===== src/rtl/sqp_pkg.sv =====
package sqp_pkg;

   localparam int MemWordsDefault = 256;

   localparam int DataW   = 32;
   localparam int PcW     = 10;
   localparam int LenW    = 9;
   localparam int LdAddrW = 8;
   localparam int StatusW = 3;

   localparam int ReqDataW = 40;
   localparam int RspDataW = 48;
   localparam int CsrAddrW = 3;

   localparam logic [PcW-1:0] PcHalt = '1;

   localparam logic MODE_LOAD = 1'b0;
   localparam logic MODE_EXEC = 1'b1;

   localparam logic CSR_PROGRAM_LENGTH = 1'b0;

   typedef enum logic [StatusW-1:0] {
      ST_STEPPED     = 3'd0,
      ST_HALTED      = 3'd1,
      ST_BAD_LENGTH  = 3'd2,
      ST_OPERAND_OOB = 3'd3,
      ST_PC_OOB      = 3'd4,
      ST_LOADED      = 3'd5
   } status_type;

   typedef enum logic [3:0] {
      S_IDLE,
      S_LOAD,
      S_CHECK,
      S_FETCH_B,
      S_FETCH_C,
      S_OPERANDS,
      S_READ_VB,
      S_EXECUTE,
      S_DONE
   } state_type;

   typedef enum logic [2:0] {
      RD_PC,
      RD_PC1,
      RD_PC2,
      RD_A,
      RD_B
   } rd_sel_type;

   typedef struct packed {
      logic       take;
      rd_sel_type rd_sel;
      logic       load;
      logic       check;
      logic       cap_a;
      logic       cap_b;
      logic       operands;
      logic       cap_va;
      logic       exec;
      logic       push;
   } cmd_type;

   typedef struct packed {
      logic pre_fail;
      logic operand_fail;
      logic out_free;
   } sts_type;

   // value mod 3 via base-4 digit sums (4 == 1 mod 3)
   function automatic logic len_mult3(input logic [LenW-1:0] v);
      logic [3:0] s;
      logic [2:0] t;
      s = 4'(v[1:0]) + 4'(v[3:2]) + 4'(v[5:4]) + 4'(v[7:6]) + 4'(v[8]);
      t = 3'(s[1:0]) + 3'(s[3:2]);
      return (t == 3'd0) || (t == 3'd3) || (t == 3'd6);
   endfunction

endpackage


===== src/rtl/sqp_ctrl.sv =====
module sqp_ctrl (
   input  logic             clock,
   input  logic             reset,
   input  logic             req_tvalid,
   input  logic             req_tuser,
   input  sqp_pkg::sts_type sts,
   output sqp_pkg::cmd_type cmd
);

   sqp_pkg::state_type state_ff, state_in;

   always_ff @(posedge clock) begin
      if (reset) begin
         state_ff <= sqp_pkg::S_IDLE;
      end else begin
         state_ff <= state_in;
      end
   end

   always_comb begin
      state_in = state_ff;
      cmd      = '0;
      cmd.rd_sel = sqp_pkg::RD_PC;
      unique case (state_ff)
         sqp_pkg::S_IDLE: begin
            cmd.take = 1'b1;
            if (req_tvalid) begin
               state_in = (req_tuser == sqp_pkg::MODE_LOAD) ? sqp_pkg::S_LOAD
                                                            : sqp_pkg::S_CHECK;
            end
         end
         sqp_pkg::S_LOAD: begin
            cmd.load = 1'b1;
            state_in = sqp_pkg::S_DONE;
         end
         sqp_pkg::S_CHECK: begin
            cmd.check  = 1'b1;
            cmd.rd_sel = sqp_pkg::RD_PC;
            state_in   = sts.pre_fail ? sqp_pkg::S_DONE : sqp_pkg::S_FETCH_B;
         end
         sqp_pkg::S_FETCH_B: begin
            cmd.cap_a  = 1'b1;
            cmd.rd_sel = sqp_pkg::RD_PC1;
            state_in   = sqp_pkg::S_FETCH_C;
         end
         sqp_pkg::S_FETCH_C: begin
            cmd.cap_b  = 1'b1;
            cmd.rd_sel = sqp_pkg::RD_PC2;
            state_in   = sqp_pkg::S_OPERANDS;
         end
         sqp_pkg::S_OPERANDS: begin
            cmd.operands = 1'b1;
            cmd.rd_sel   = sqp_pkg::RD_A;
            state_in     = sts.operand_fail ? sqp_pkg::S_DONE : sqp_pkg::S_READ_VB;
         end
         sqp_pkg::S_READ_VB: begin
            cmd.cap_va = 1'b1;
            cmd.rd_sel = sqp_pkg::RD_B;
            state_in   = sqp_pkg::S_EXECUTE;
         end
         sqp_pkg::S_EXECUTE: begin
            cmd.exec = 1'b1;
            state_in = sqp_pkg::S_DONE;
         end
         sqp_pkg::S_DONE: begin
            // hold until the output register can take the beat
            if (sts.out_free) begin
               cmd.push = 1'b1;
               state_in = sqp_pkg::S_IDLE;
            end
         end
         default: begin
            state_in = sqp_pkg::S_IDLE;
         end
      endcase
   end

endmodule


===== config.mk =====
export PLATFORM = sky130hd
export DESIGN_NAME = sqp_ctrl
export DESIGN_NICKNAME = d
export VERILOG_FILES = /design/src/rtl/sqp_pkg.sv /design/src/rtl/sqp_ctrl.sv
export SDC_FILE = /design/constraint.sdc
export NUM_CORES = 1
export LEC_CHECK = 0
export BUFFER_PORTS_ARGS = -buffer_cell sky130_fd_sc_hd__buf_2
export CORE_AREA = 2 2 39 41
export DETAILED_ROUTE_END_ITERATION = 12
export DIE_AREA = 0 0 41 43
export GPL_TIMING_DRIVEN = 1
export PLACE_DENSITY = 0.56
export SYNTH_ARGS = -nofsm -noshare
export SYNTH_HDL_FRONTEND = slang
export SYNTH_SLANG_ARGS = --single-unit

===== constraint.sdc =====
create_clock -name clock -period 1.4 [get_ports clock]
set_input_delay 0.07 -clock clock [delete_from_list [all_inputs] [get_ports clock]]
set_output_delay 0.07 -clock clock [all_outputs]
set_load 0.05 [all_outputs]

Yosys cells after proc, flatten, opt, wreduce, memory -nomap -nowiden

Index checks and enable logic that the tools add are counted.

Register bits after elaboration: 4
Input port bits: 7
Output and inout bits: 12

Eq/ne operators: 10
Multiplexer cells: 17
Reductions and logical operators: 3

Operators with widths:

| operator                                            | count |
|---|---|
| case mux 4 bit (8 select lines)                     | 1 |
| equality test 4 x 3 -> 1 bit, second input constant | 4 |
| two-way mux 4 bit                                   | 4 |
| case mux 3 bit (4 select lines)                     | 1 |
| two-way mux 1 bit                                   | 10 |
| equality test 4 x 2 -> 1 bit, second input constant | 2 |
| equality test 4 x 1 -> 1 bit, second input constant | 1 |
| equality test 4 bit, second input constant          | 1 |
| logical NOT 4 bit                                   | 1 |
| inequality test 2 bit, second input constant        | 2 |
| two-way mux 2 bit                                   | 1 |
| AND reduction 2 bit                                 | 1 |
| OR reduction 2 bit                                  | 1 |

Longest topological paths before layout

Gate-level depths: netlist of run 1.

Word-level depth: 3
Mapped depth: 5
Mapped depth without buffers: 3

Least setup slack after synthesis of run 1

Ideal clock, no wire load.

Kind: register to register
Start point: register state_ff[3]
End point: register state_ff[3]
Setup time: 66 ps
Data arrival time: 2481 ps
Required time: 1334 ps
Setup slack: -1147 ps
Stages on the path, launching flop included: 4
Buffers on the path: 1
Cells stage by stage: dfxtp_1 > buf_2 > nor4b_1 > o41a_1

Longest elaborated chain between the ends: 3
Elaborated cells between the ends (all ways): 14

Ends and longest elaborated chain:

| item                                                                         | line           | RTL |
|---|---|---|
| start: declaration                                                           | sqp_ctrl.sv:10 | `sqp_pkg::state_type state_ff, state_in;` |
| start signal: assignment                                                     | sqp_ctrl.sv:14 | `state_ff <= sqp_pkg::S_IDLE;` |
| start signal: assignment                                                     | sqp_ctrl.sv:16 | `state_ff <= state_in;` |
| equality test 4 x 3 -> 1 bit, or another cell as far along                   | sqp_ctrl.sv:24 | `unique case (state_ff)` |
| OR reduction 2 bit (no source line) or inequality test 2 bit (tied branches) | n/a            |  |
| case mux 4 bit (8 select lines) or AND reduction 2 bit (tied branches)       | n/a            |  |

Parallel ways exist; a longest one is shown, timed or not.
A chain may end at the register's enable or synchronous reset.

==> results of run 1 <==
-- power by group --
part	internal, mW	switching [mW]
Combinational	0.0978	0.146
Clock	0.0957	0.0444
Sequential	0.126	0.0175
Total	0.319	0.208
-- logic make-up after synthesis --
group | count (synthesis) | synth area share (%)
AND/OR/NAND/NOR | 25 | 42.2
buffers and inverters | 10 | 14.9
AO/OA/AOI/OAI | 9 | 18.3
flip-flops | 4 | 22.1
XOR/XNOR | 1 | 2.42
-- what timing repair did --
| action | CTS | global route |
|---|---|---|
| gates cloned | 0 | 0 |
| gates resized for setup | 4 | 14 |
| endpoints found under the setup margin | 3 | 9 |
| setup buffers | 0 | 0 |
-- through the flow --
step                      worst slack, ns  hold slack, ns
after floorplan                    -0.394           0.227
after global placement             0.0818           0.354
after detailed placement           0.0888           0.355
after CTS                         0.00132           0.106
after global routing              -0.0466           0.125
final                              0.0400           0.107
-- how the worst max path moves through the flow --
| stage | to | from | cells past startpoint |
|---|---|---|---|
| final | cmd[8] | state_ff[1] | 4 |
| after global routing | cmd[8] | state_ff[1] | 4 |
| after CTS | cmd[5] | state_ff[3] | 3 |
| after detailed placement | state_ff[3] | state_ff[3] | 3 |
| after global placement | state_ff[3] | state_ff[3] | 3 |
| after floorplan | state_ff[3] | state_ff[3] | 3 |
-- critical path, delay by kind of cell (launching register included) --
kind / cells / cell delay (ns)
simple gates: 1 / 0.21
flops: 1 / 0.35
buf+inv: 2 / 0.39
xor+xnor: 1 / 0.10
-- synthesized netlist by cell type --
library cell	instances	area [µm²]
buf_2	4	20.0
dfxtp_1	4	80.1
nor3_1	4	20.0
nor3b_1	4	30.0
a21oi_1	3	15.0
nand2_1	3	11.3
nand2b_1	3	18.8
nor2_1	3	11.3
nor4_1	3	18.8
clkbuf_1	2	7.51
inv_1	2	7.51
o211ai_1	2	15.0
o41ai_1	2	17.5
a21boi_0	1	7.51
and3b_1	1	8.76
buf_4	1	7.51
buf_6	1	11.3
nand4b_1	1	8.76
nor2b_1	1	6.26
nor4b_1	1	8.76
o41a_1	1	11.3
or4b_1	1	10.0
xnor2_1	1	8.76
-- routing by layer --
metal / vias to the layer above / GRT usage (%) / wire length, µm
met5: - / 0 / 0
met4: 0 / 10.0 / 19
met3: 2 / 4.71 / 51
met2: 14 / 17.8 / 462
met1: 197 / 16.0 / 429
li1: 221 / - / -
-- layout make-up --
cell class              count  area, µm²
multi-input cells          35        299
inverters                   2       7.51
clock buffers               3       22.5
flip-flops and latches      4       82.6
fillers                   151        778
well taps                  16       20.0
repair buffers             26        174
==> results.sh, run 1 <==
export IMPL_outcome="completed"
export IMPL_die_area_mm2=0.00176
export IMPL_start_util_pct=26.1
export IMPL_clk_insertion_delay_late_ns=0.23
export IMPL_grt_max_degree=12
export IMPL_reg2reg_to="state_ff[1]"
export IMPL_power_leakage_nw=0.274
export IMPL_series_of_cell_instances_along_the_critical_path="buf_4 > xnor2_1 > nor3b_2 > buf_6"
export IMPL_count_of_warnings_emitted_by_yosys=0
export IMPL_whs_path_depth=3
export IMPL_core_area_mm2=0.00138
export IMPL_cts_tree="built"
export IMPL_placed_cells_incl_taps=83
export IMPL_tot_gr_track_use_pct=13.1
export IMPL_port_buffer_count=18
export IMPL_grt_pass1_wl_mm=1.50
export IMPL_power_density_mw_per_mm2=871
export IMPL_finalWeightedCongestion=0.725
export IMPL_required_ns=1.33
export IMPL_totalWireLength_um=962
export IMPL_max_stage_delay_ns=0.35
export IMPL_worst_path_fanout_max=11
export IMPL_ant_nets=0
export IMPL_most_common_cell_after_layout_fill_and_taps_aside="buf_4"
export IMPL_utilization_pct=43.8
export IMPL_register_with_the_most_flip_flops="state_ff"
export IMPL_syn_inst=49
export IMPL_post_layout_inst_area_um2=606
export IMPL_clk_transition_reported_paths_ns=0.04
export IMPL_flow_area_growth_from_synthesis_pct=67.5
export IMPL_min_from="reset"
export IMPL_cts_sinks=4
export IMPL_wl_per_cell_um=11.2
export IMPL_critPathCaptureType="output pin"
export IMPL_cts_inserted_buffers=3
export IMPL_placementRows=14
export IMPL_maxCapViolCount=0
export IMPL_fp_dieW_um=41
export IMPL_power_mw=0.528
export IMPL_ctsLongestPathBuffers=2
export IMPL_number_of_standard_cells_in_the_final_layout_excluding_fillers=86
export IMPL_dpl_cell_area_um2=537
export IMPL_regToRegSetupSlack_ns=0.13
export IMPL_cp_start_kind="register"
export IMPL_worst_setup_path_category="register to output pin"
export IMPL_drive_above_1_share_pct=60.0
export IMPL_initialDrtViolationCount=3
export IMPL_postSynthAreaPerCell_um2=7.38
export IMPL_detailed_place_hpwl_um=709
export IMPL_slew_viols_final=0
export IMPL_hold_path_class="primary input to register"
export IMPL_route_vias_total=434
export IMPL_timing_rr_start="state_ff[3]"
export IMPL_clock_skew_final_ns=0.00247
export IMPL_postCtsHoldBufs=0
export IMPL_die_height_um=43
export IMPL_gr_total_overflow=0
export IMPL_max_vdd_ir_drop_uv=603
export IMPL_timing_final_crit_period_ns=1.36
export IMPL_synth_sequential_area_ratio_pct=22.1
export IMPL_cp_arrival_ns=1.29
export IMPL_cpMaxStageDelayCell="dfxtp_1"
export IMPL_number_of_antenna_violations_at_the_first_check_in_global_routing=0
export IMPL_number_of_global_route_vias_before_repair=353
export IMPL_worstHoldEndpoint="state_ff[3]"
export IMPL_totalNegativeSetupSlack_ns=0
export IMPL_final_setup_viol_count=0
export IMPL_fmaxAchievable_ghz=0.735
export IMPL_finalCritPeriodShare_pct=97.1
export IMPL_mappedNetlistNets=56
export IMPL_relSlewSlack_pct=74.2
export IMPL_final_hold_violation_count=0
export IMPL_layout_top_registers="state_ff: 4 flops"
export IMPL_nNetsFinal=79
export IMPL_number_of_levels_the_h_tree_was_split_into=1
export IMPL_yosys_cell_types_count=23
export IMPL_worst_slew_pin_transition_ns=0.382
export IMPL_ctsRootBufferMaster="clkbuf_4"
export IMPL_ys_ff_latch=4
export IMPL_diodes=0
export IMPL_post_synth_instance_area_um2=362
export IMPL_route_detailed_vias_per_inst=5.05
export IMPL_total_drc_errors_in_the_routed_layout=0
export IMPL_drt_pass1_iter_count=2
export IMPL_largest_register_ffs=4
export IMPL_boundaryPins=19
export IMPL_rr_worst_depth=4
export IMPL_layout_common_cells="buf_4 (14), buf_2 (10), clkbuf_4 (4)"
Note: power is estimated with default switching activity, not from simulation.
==> run 2: changes to the inputs <==
CELL_PAD_IN_SITES_DETAIL_PLACEMENT = 1   (was default)
CELL_PAD_IN_SITES_GLOBAL_PLACEMENT = 1   (was default)
CORE_AREA = default   (was 2 2 39 41)
CORE_MARGIN = 2   (was default)
CORE_UTILIZATION = 27   (was default)
DIE_AREA = default   (was 0 0 41 43)
PLACE_DENSITY = 0.75   (was 0.56)
==> run 2 against run 1 <==
Fmax increased by 1.6%. Combinational power decreased by 7%. Clock power about the same. Power decreased by 3.7%. Flip-flop and latch count unchanged. Via count increased by 0.69%. Register-to-register slack about the same. Sequential share of layout area increased by 1.3 points. Count of clock-buffer cells in the layout unchanged. Final cell count decreased by 2.3%. First-iteration DRC count decreased by 33%. Largest power group unchanged. Non-clock buffer count decreased by 1.
==> results.sh, run 2 (synthesis gave the netlist of run 1 again) <==
export IMPL_drt_pass1_iter_count=2
export IMPL_register_with_the_most_flip_flops="state_ff"
export IMPL_critPathCaptureType="output pin"
export IMPL_hold_path_class="primary input to register"
export IMPL_route_detailed_vias_per_inst=5.20
export IMPL_boundaryPins=19
export IMPL_series_of_cell_instances_along_the_critical_path="buf_4 > nor4b_2 > buf_4"
export IMPL_fp_dieW_um=40.6
export IMPL_power_density_mw_per_mm2=891
export IMPL_finalWorstSetupSlack_ns=0.0612
export IMPL_route_vias_total=437
export IMPL_diodes=0
export IMPL_initialDrtViolationCount=2
export IMPL_timing_critical_path_buf_inv=2
export IMPL_finalCritPeriodShare_pct=95.6
export IMPL_number_of_antenna_violations_at_the_first_check_in_global_routing=0
export IMPL_number_of_levels_the_h_tree_was_split_into=1
export IMPL_worst_path_fanout_max=5
export IMPL_core_area_mm2=0.00127
export IMPL_grt_pass1_wl_mm=1.73
export IMPL_relSlewSlack_pct=72.9
export IMPL_critical_path_most_common_cell="buf_4"
export IMPL_die_height_um=40.6
export IMPL_power_leakage_nw=0.263
export IMPL_grt_max_degree=12
export IMPL_wl_per_cell_um=12.6
export IMPL_tot_gr_track_use_pct=16.6
export IMPL_final_setup_viol_count=0
export IMPL_place_ws_ns=0.0884
export IMPL_cp_arrival_ns=1.27
export IMPL_clk_transition_reported_paths_ns=0.04
export IMPL_placementRows=13
export IMPL_final_hold_violation_count=0
export IMPL_layout_common_cells="buf_2 (12), buf_4 (12), clkbuf_4 (4)"
export IMPL_clock_skew_final_ns=0.00379
export IMPL_maxCapViolCount=0
export IMPL_clk_insertion_delay_late_ns=0.23
export IMPL_power_mw=0.508
export IMPL_hold_slack_ns=0.0981
export IMPL_outcome="completed"
export IMPL_max_vdd_ir_drop_uv=464
export IMPL_total_drc_errors_in_the_routed_layout=0
export IMPL_start_util_pct=28.5
export IMPL_timing_final_crit_period_ns=1.34
export IMPL_ctsRootBufferMaster="clkbuf_4"
export IMPL_cts_sinks=4
export IMPL_totalWireLength_mm=1.06
export IMPL_max_stage_delay_ns=0.32
export IMPL_ctsLongestPathBuffers=2
export IMPL_finalWeightedCongestion=0.746
export IMPL_nNetsFinal=78
export IMPL_worst_setup_path_category="register to output pin"
export IMPL_die_area_mm2=0.00165
export IMPL_drive_above_1_share_pct=58.0
export IMPL_slew_viols_final=0
export IMPL_rsz0062_at_grt="yes"
export IMPL_required_ns=1.33
export IMPL_cts_inserted_buffers=3
export IMPL_cp_top_family="buffers and inverters"
export IMPL_ant_nets=0
export IMPL_cp_start_kind="register"
export IMPL_flow_area_growth_from_synthesis_pct=57.8
export IMPL_number_of_global_route_vias_before_repair=429
export IMPL_port_buffer_count=18
export IMPL_largest_register_ffs=4
export IMPL_cpMaxStageDelayCell="dfxtp_1"
export IMPL_utilization_pct=45.0
export IMPL_regToRegSetupSlack_ns=0.13
export IMPL_layout_top_registers="state_ff: 4 flops"
export IMPL_gr_total_overflow=0
export IMPL_detailed_place_hpwl_um=887
export IMPL_fmaxAchievable_ghz=0.747
export IMPL_cts_tree="built"
export IMPL_post_layout_inst_area_um2=571
export IMPL_worst_slew_pin_transition_ns=0.401
export IMPL_dpl_cell_area_um2=528
## run 2: cell types whose count changed in the layout (fill, tap and decap cells not counted)
cell      change
nand2b_2      -1
nor4_2        +1
buf_4         -2
buf_2         +2
dfxtp_2       -1
nand2b_1      +1
nor4b_4       -1
nor4b_2       +1
dfxtp_4       +1
buf_6         -1
nor4_4        -1
## run 2: metrics by stage
stage / setup TNS, ns / std cells
floorplan: -1.82 / 49
global placement: 0 / 81
detailed placement: 0 / 81
CTS: -0.000347 / 84
global route: -0.00694 / 84
finish: 0 / 84
## run 2: timing repair
item	in CTS	in global routing
resized for setup	3	9
hold buffers	0	0
pin swaps	0	0
buffers inserted	0	0
cloned	0	0
setup endpoints to repair	5	7
## run 2: worst register-to-register path, delay by kind of cell (launching register included)
| kind | cells | cell delay (ns) |
|---|---|---|
| and+or+nand+nor | 2 | 0.34 |
| DFF | 1 | 0.39 |
| AOI/OAI and AO/OA | 1 | 0.42 |
## run 2: final cells by class
| cell class | instances | area (µm²) |
|---|---|---|
| Sequential cell | 4 | 85.1 |
| Inverter | 2 | 7.51 |
| Fill cell | 161 | 698 |
| Timing Repair Buffer | 25 | 158 |
| Multi-Input combinational cell | 35 | 279 |
| Tap cell | 15 | 18.8 |
| Clock buffer | 3 | 22.5 |
## run 2: per-layer routing
metal,up-vias,global-route usage (%),share of wire [%]
met5,-,0,0
met1,200,16.6,41
li1,217,-,-
met4,0,10.0,0
met2,20,28.6,53
met3,0,6.67,5.6
## run 2: final timing paths
path | startpoint | endpoint | depth (start not counted)
worst max-delay path | state_ff[1] | cmd[7] | 3
worst min-delay path | reset | state_ff[3] | 3
worst max register to register | state_ff[3] | state_ff[3] | 3
worst min register to register | state_ff[2] | state_ff[1] | 2
## run 2: where the power goes
group          switching, mW  internal, mW  leakage (nW)
clock network         0.0457        0.0958        0.0138
logic                  0.142        0.0848         0.215
registers             0.0160         0.124        0.0339
total                  0.203         0.305         0.263
==> run 3: changes to the inputs <==
PLACE_DENSITY = default   (was 0.75)
PLACE_DENSITY_LB_ADDON = 0.3   (was default)
==> run 3 against run 2 <==
Die area unchanged. Register-to-register slack worse by 0.04 ns. Clock power about the same. Non-clock buffer count is 2 higher. Power is 9.7% higher. Sequential power rose by 4%. Via count is 3.0% higher. Global-route usage up 1.2 points. Final cell count up 2.4%. Worst hold slack got worse by 0.0072 ns. Count of clock-buffer cells in the layout did not move. Fmax shrank 0.82%.
==> results.sh, run 3 (synthesis gave the netlist of run 1 again) <==
export IMPL_total_setup_buffers_inserted_after_cts=0
export IMPL_seq_power_share_pct=26.2
export IMPL_number_of_global_route_vias_before_repair=430
export IMPL_relSlewSlack_pct=73.1
export IMPL_finalCritPeriodShare_pct=96.4
export IMPL_initialDrtViolationCount=5
export IMPL_totalWireLength_mm=1.21
export IMPL_core_area_mm2=0.00127
export IMPL_post_layout_inst_area_um2=639
export IMPL_maxCapViolCount=0
export IMPL_grt_pass1_wl_mm=1.79
export IMPL_ant_nets=0
export IMPL_cell_internal_power_mw=0.335
export IMPL_series_of_cell_instances_along_the_critical_path="buf_4 > nor4_2 > buf_4"
export IMPL_worst_slew_pin_transition_ns=0.398
export IMPL_layout_top_registers="state_ff: 4 flops"
export IMPL_max_vdd_ir_drop_uv=573
export IMPL_die_area_mm2=0.00165
export IMPL_layout_common_cells="buf_4 (13), buf_2 (9), buf_6 (5)"
export IMPL_slew_viols_final=0
export IMPL_flow_area_growth_from_synthesis_pct=76.8
export IMPL_number_of_standard_cells_in_the_final_layout_excluding_fillers=86
export IMPL_fmaxAchievable_ghz=0.741
export IMPL_drive_above_1_share_pct=63.4
export IMPL_detailed_place_hpwl_um=914
export IMPL_cts_sinks=4
export IMPL_tot_gr_track_use_pct=17.8
export IMPL_diodes=0
export IMPL_clk_insertion_delay_late_ns=0.24
export IMPL_comb_power_share_pct=47.9
export IMPL_critical_path_most_common_cell="buf_4"
export IMPL_number_of_antenna_violations_at_the_first_check_in_global_routing=0
export IMPL_clock_skew_final_ns=0.00455
export IMPL_required_ns=1.33
export IMPL_power_density_mw_per_mm2=872
export IMPL_wl_per_cell_um=14.1
export IMPL_power_mw=0.557
export IMPL_power_leakage_nw=0.286
export IMPL_timing_final_crit_period_ns=1.35
export IMPL_placed_cells_incl_taps=83
export IMPL_cp_start_kind="register"
export IMPL_power_switching_share_pct=39.9
export IMPL_max_stage_delay_ns=0.38
export IMPL_timing_critical_path_buf_inv=2
export IMPL_worst_setup_path_category="register to output pin"
export IMPL_start_util_pct=28.5
export IMPL_boundaryPins=19
export IMPL_dpl_cell_area_um2=543
export IMPL_cp_arrival_ns=1.28
export IMPL_hold_slack_ns=0.0910
export IMPL_outcome="completed"
export IMPL_finalWeightedCongestion=0.709
export IMPL_final_setup_viol_count=0
export IMPL_worst_path_fanout_max=10
export IMPL_most_common_cell_after_layout_fill_and_taps_aside="buf_4"
export IMPL_critPathCaptureType="output pin"
export IMPL_finalWorstSetupSlack_ns=0.0501
export IMPL_gr_total_overflow=0
export IMPL_rsz0062_at_grt="no"
export IMPL_share_clk_of_total_power_pct=26.0
export IMPL_totalNegativeSetupSlack_ns=0
export IMPL_placementRows=13
export IMPL_port_buffer_count=18
export IMPL_p_sw_mw=0.222
export IMPL_die_height_um=40.6
export IMPL_ctsLongestPathBuffers=2
export IMPL_clk_transition_reported_paths_ns=0.04
export IMPL_route_vias_total=450
export IMPL_final_hold_violation_count=0
export IMPL_register_with_the_most_flip_flops="state_ff"
export IMPL_grt_max_degree=11
export IMPL_route_detailed_vias_per_inst=5.23
export IMPL_cts_tree="built"
export IMPL_postCtsHoldBufs=0
export IMPL_hold_path_class="primary input to register"
export IMPL_fp_dieW_um=40.6
export IMPL_nNetsFinal=80
export IMPL_cpMaxStageDelayCell="dfxtp_4"
export IMPL_drt_pass1_iter_count=2
export IMPL_largest_register_ffs=4
export IMPL_cp_top_family="buffers and inverters"
export IMPL_total_drc_errors_in_the_routed_layout=0
export IMPL_utilization_pct=50.4
export IMPL_place_ws_ns=0.0324
export IMPL_number_of_levels_the_h_tree_was_split_into=1
export IMPL_ctsRootBufferMaster="clkbuf_4"
export IMPL_cts_inserted_buffers=3
run 3: path summary, 6_finish.rpt:
| kind | startpoint | endpoint | slack (ns) | depth (start not counted) |
|---|---|---|---|---|
| hold reg to reg | state_ff[3] | state_ff[1] | 0.65 | 3 |
| setup reg to reg | state_ff[2] | state_ff[3] | 0.09 | 3 |
| setup / recovery | state_ff[2] | cmd[0] | 0.05 | 3 |
| hold / removal | reset | state_ff[3] | 0.09 | 3 |
run 3: final cells by class:
type                       instances  area (µm²)
fill                             161         629
multi-input combinational         35         304
timing repair buffer              27         199
sequential                         4        87.6
clock buffer                       3        22.5
tap                               15        18.8
inverter                           2        7.51
run 3: worst register-to-register path, cell delays in order (launching register included):
cell and delay [ns]:
dfxtp_4 0.38, or4b_1 0.54, a21oi_1 0.18, o41a_1 0.16
run 3: per-layer routing:
metal	global-route usage, %	wire, µm	share of wire, %
met2	29.4	619	51
met1	18.4	486	40
met3	1.67	53	4.4
met5	0	0	0
met4	20.0	54	4.5
run 3: what timing repair did:
| item | CTS | global route |
|---|---|---|
| gates resized for setup | 12 | 10 |
| setup endpoints to repair | 11 | 11 |
| pin swaps | 0 | 1 |
| endpoints found under the hold margin | 0 | 0 |
run 3: power groups by stage:
stage / Sequential (mW) / Clock [mW] / Combinational (mW)
after floorplan: 0.129 / 0 / 0.174
after global placement: 0.143 / 0 / 0.225
after detailed placement: 0.143 / 0 / 0.230
after CTS: 0.143 / 0.155 / 0.247
after global routing: 0.148 / 0.161 / 0.284
final: 0.146 / 0.145 / 0.267
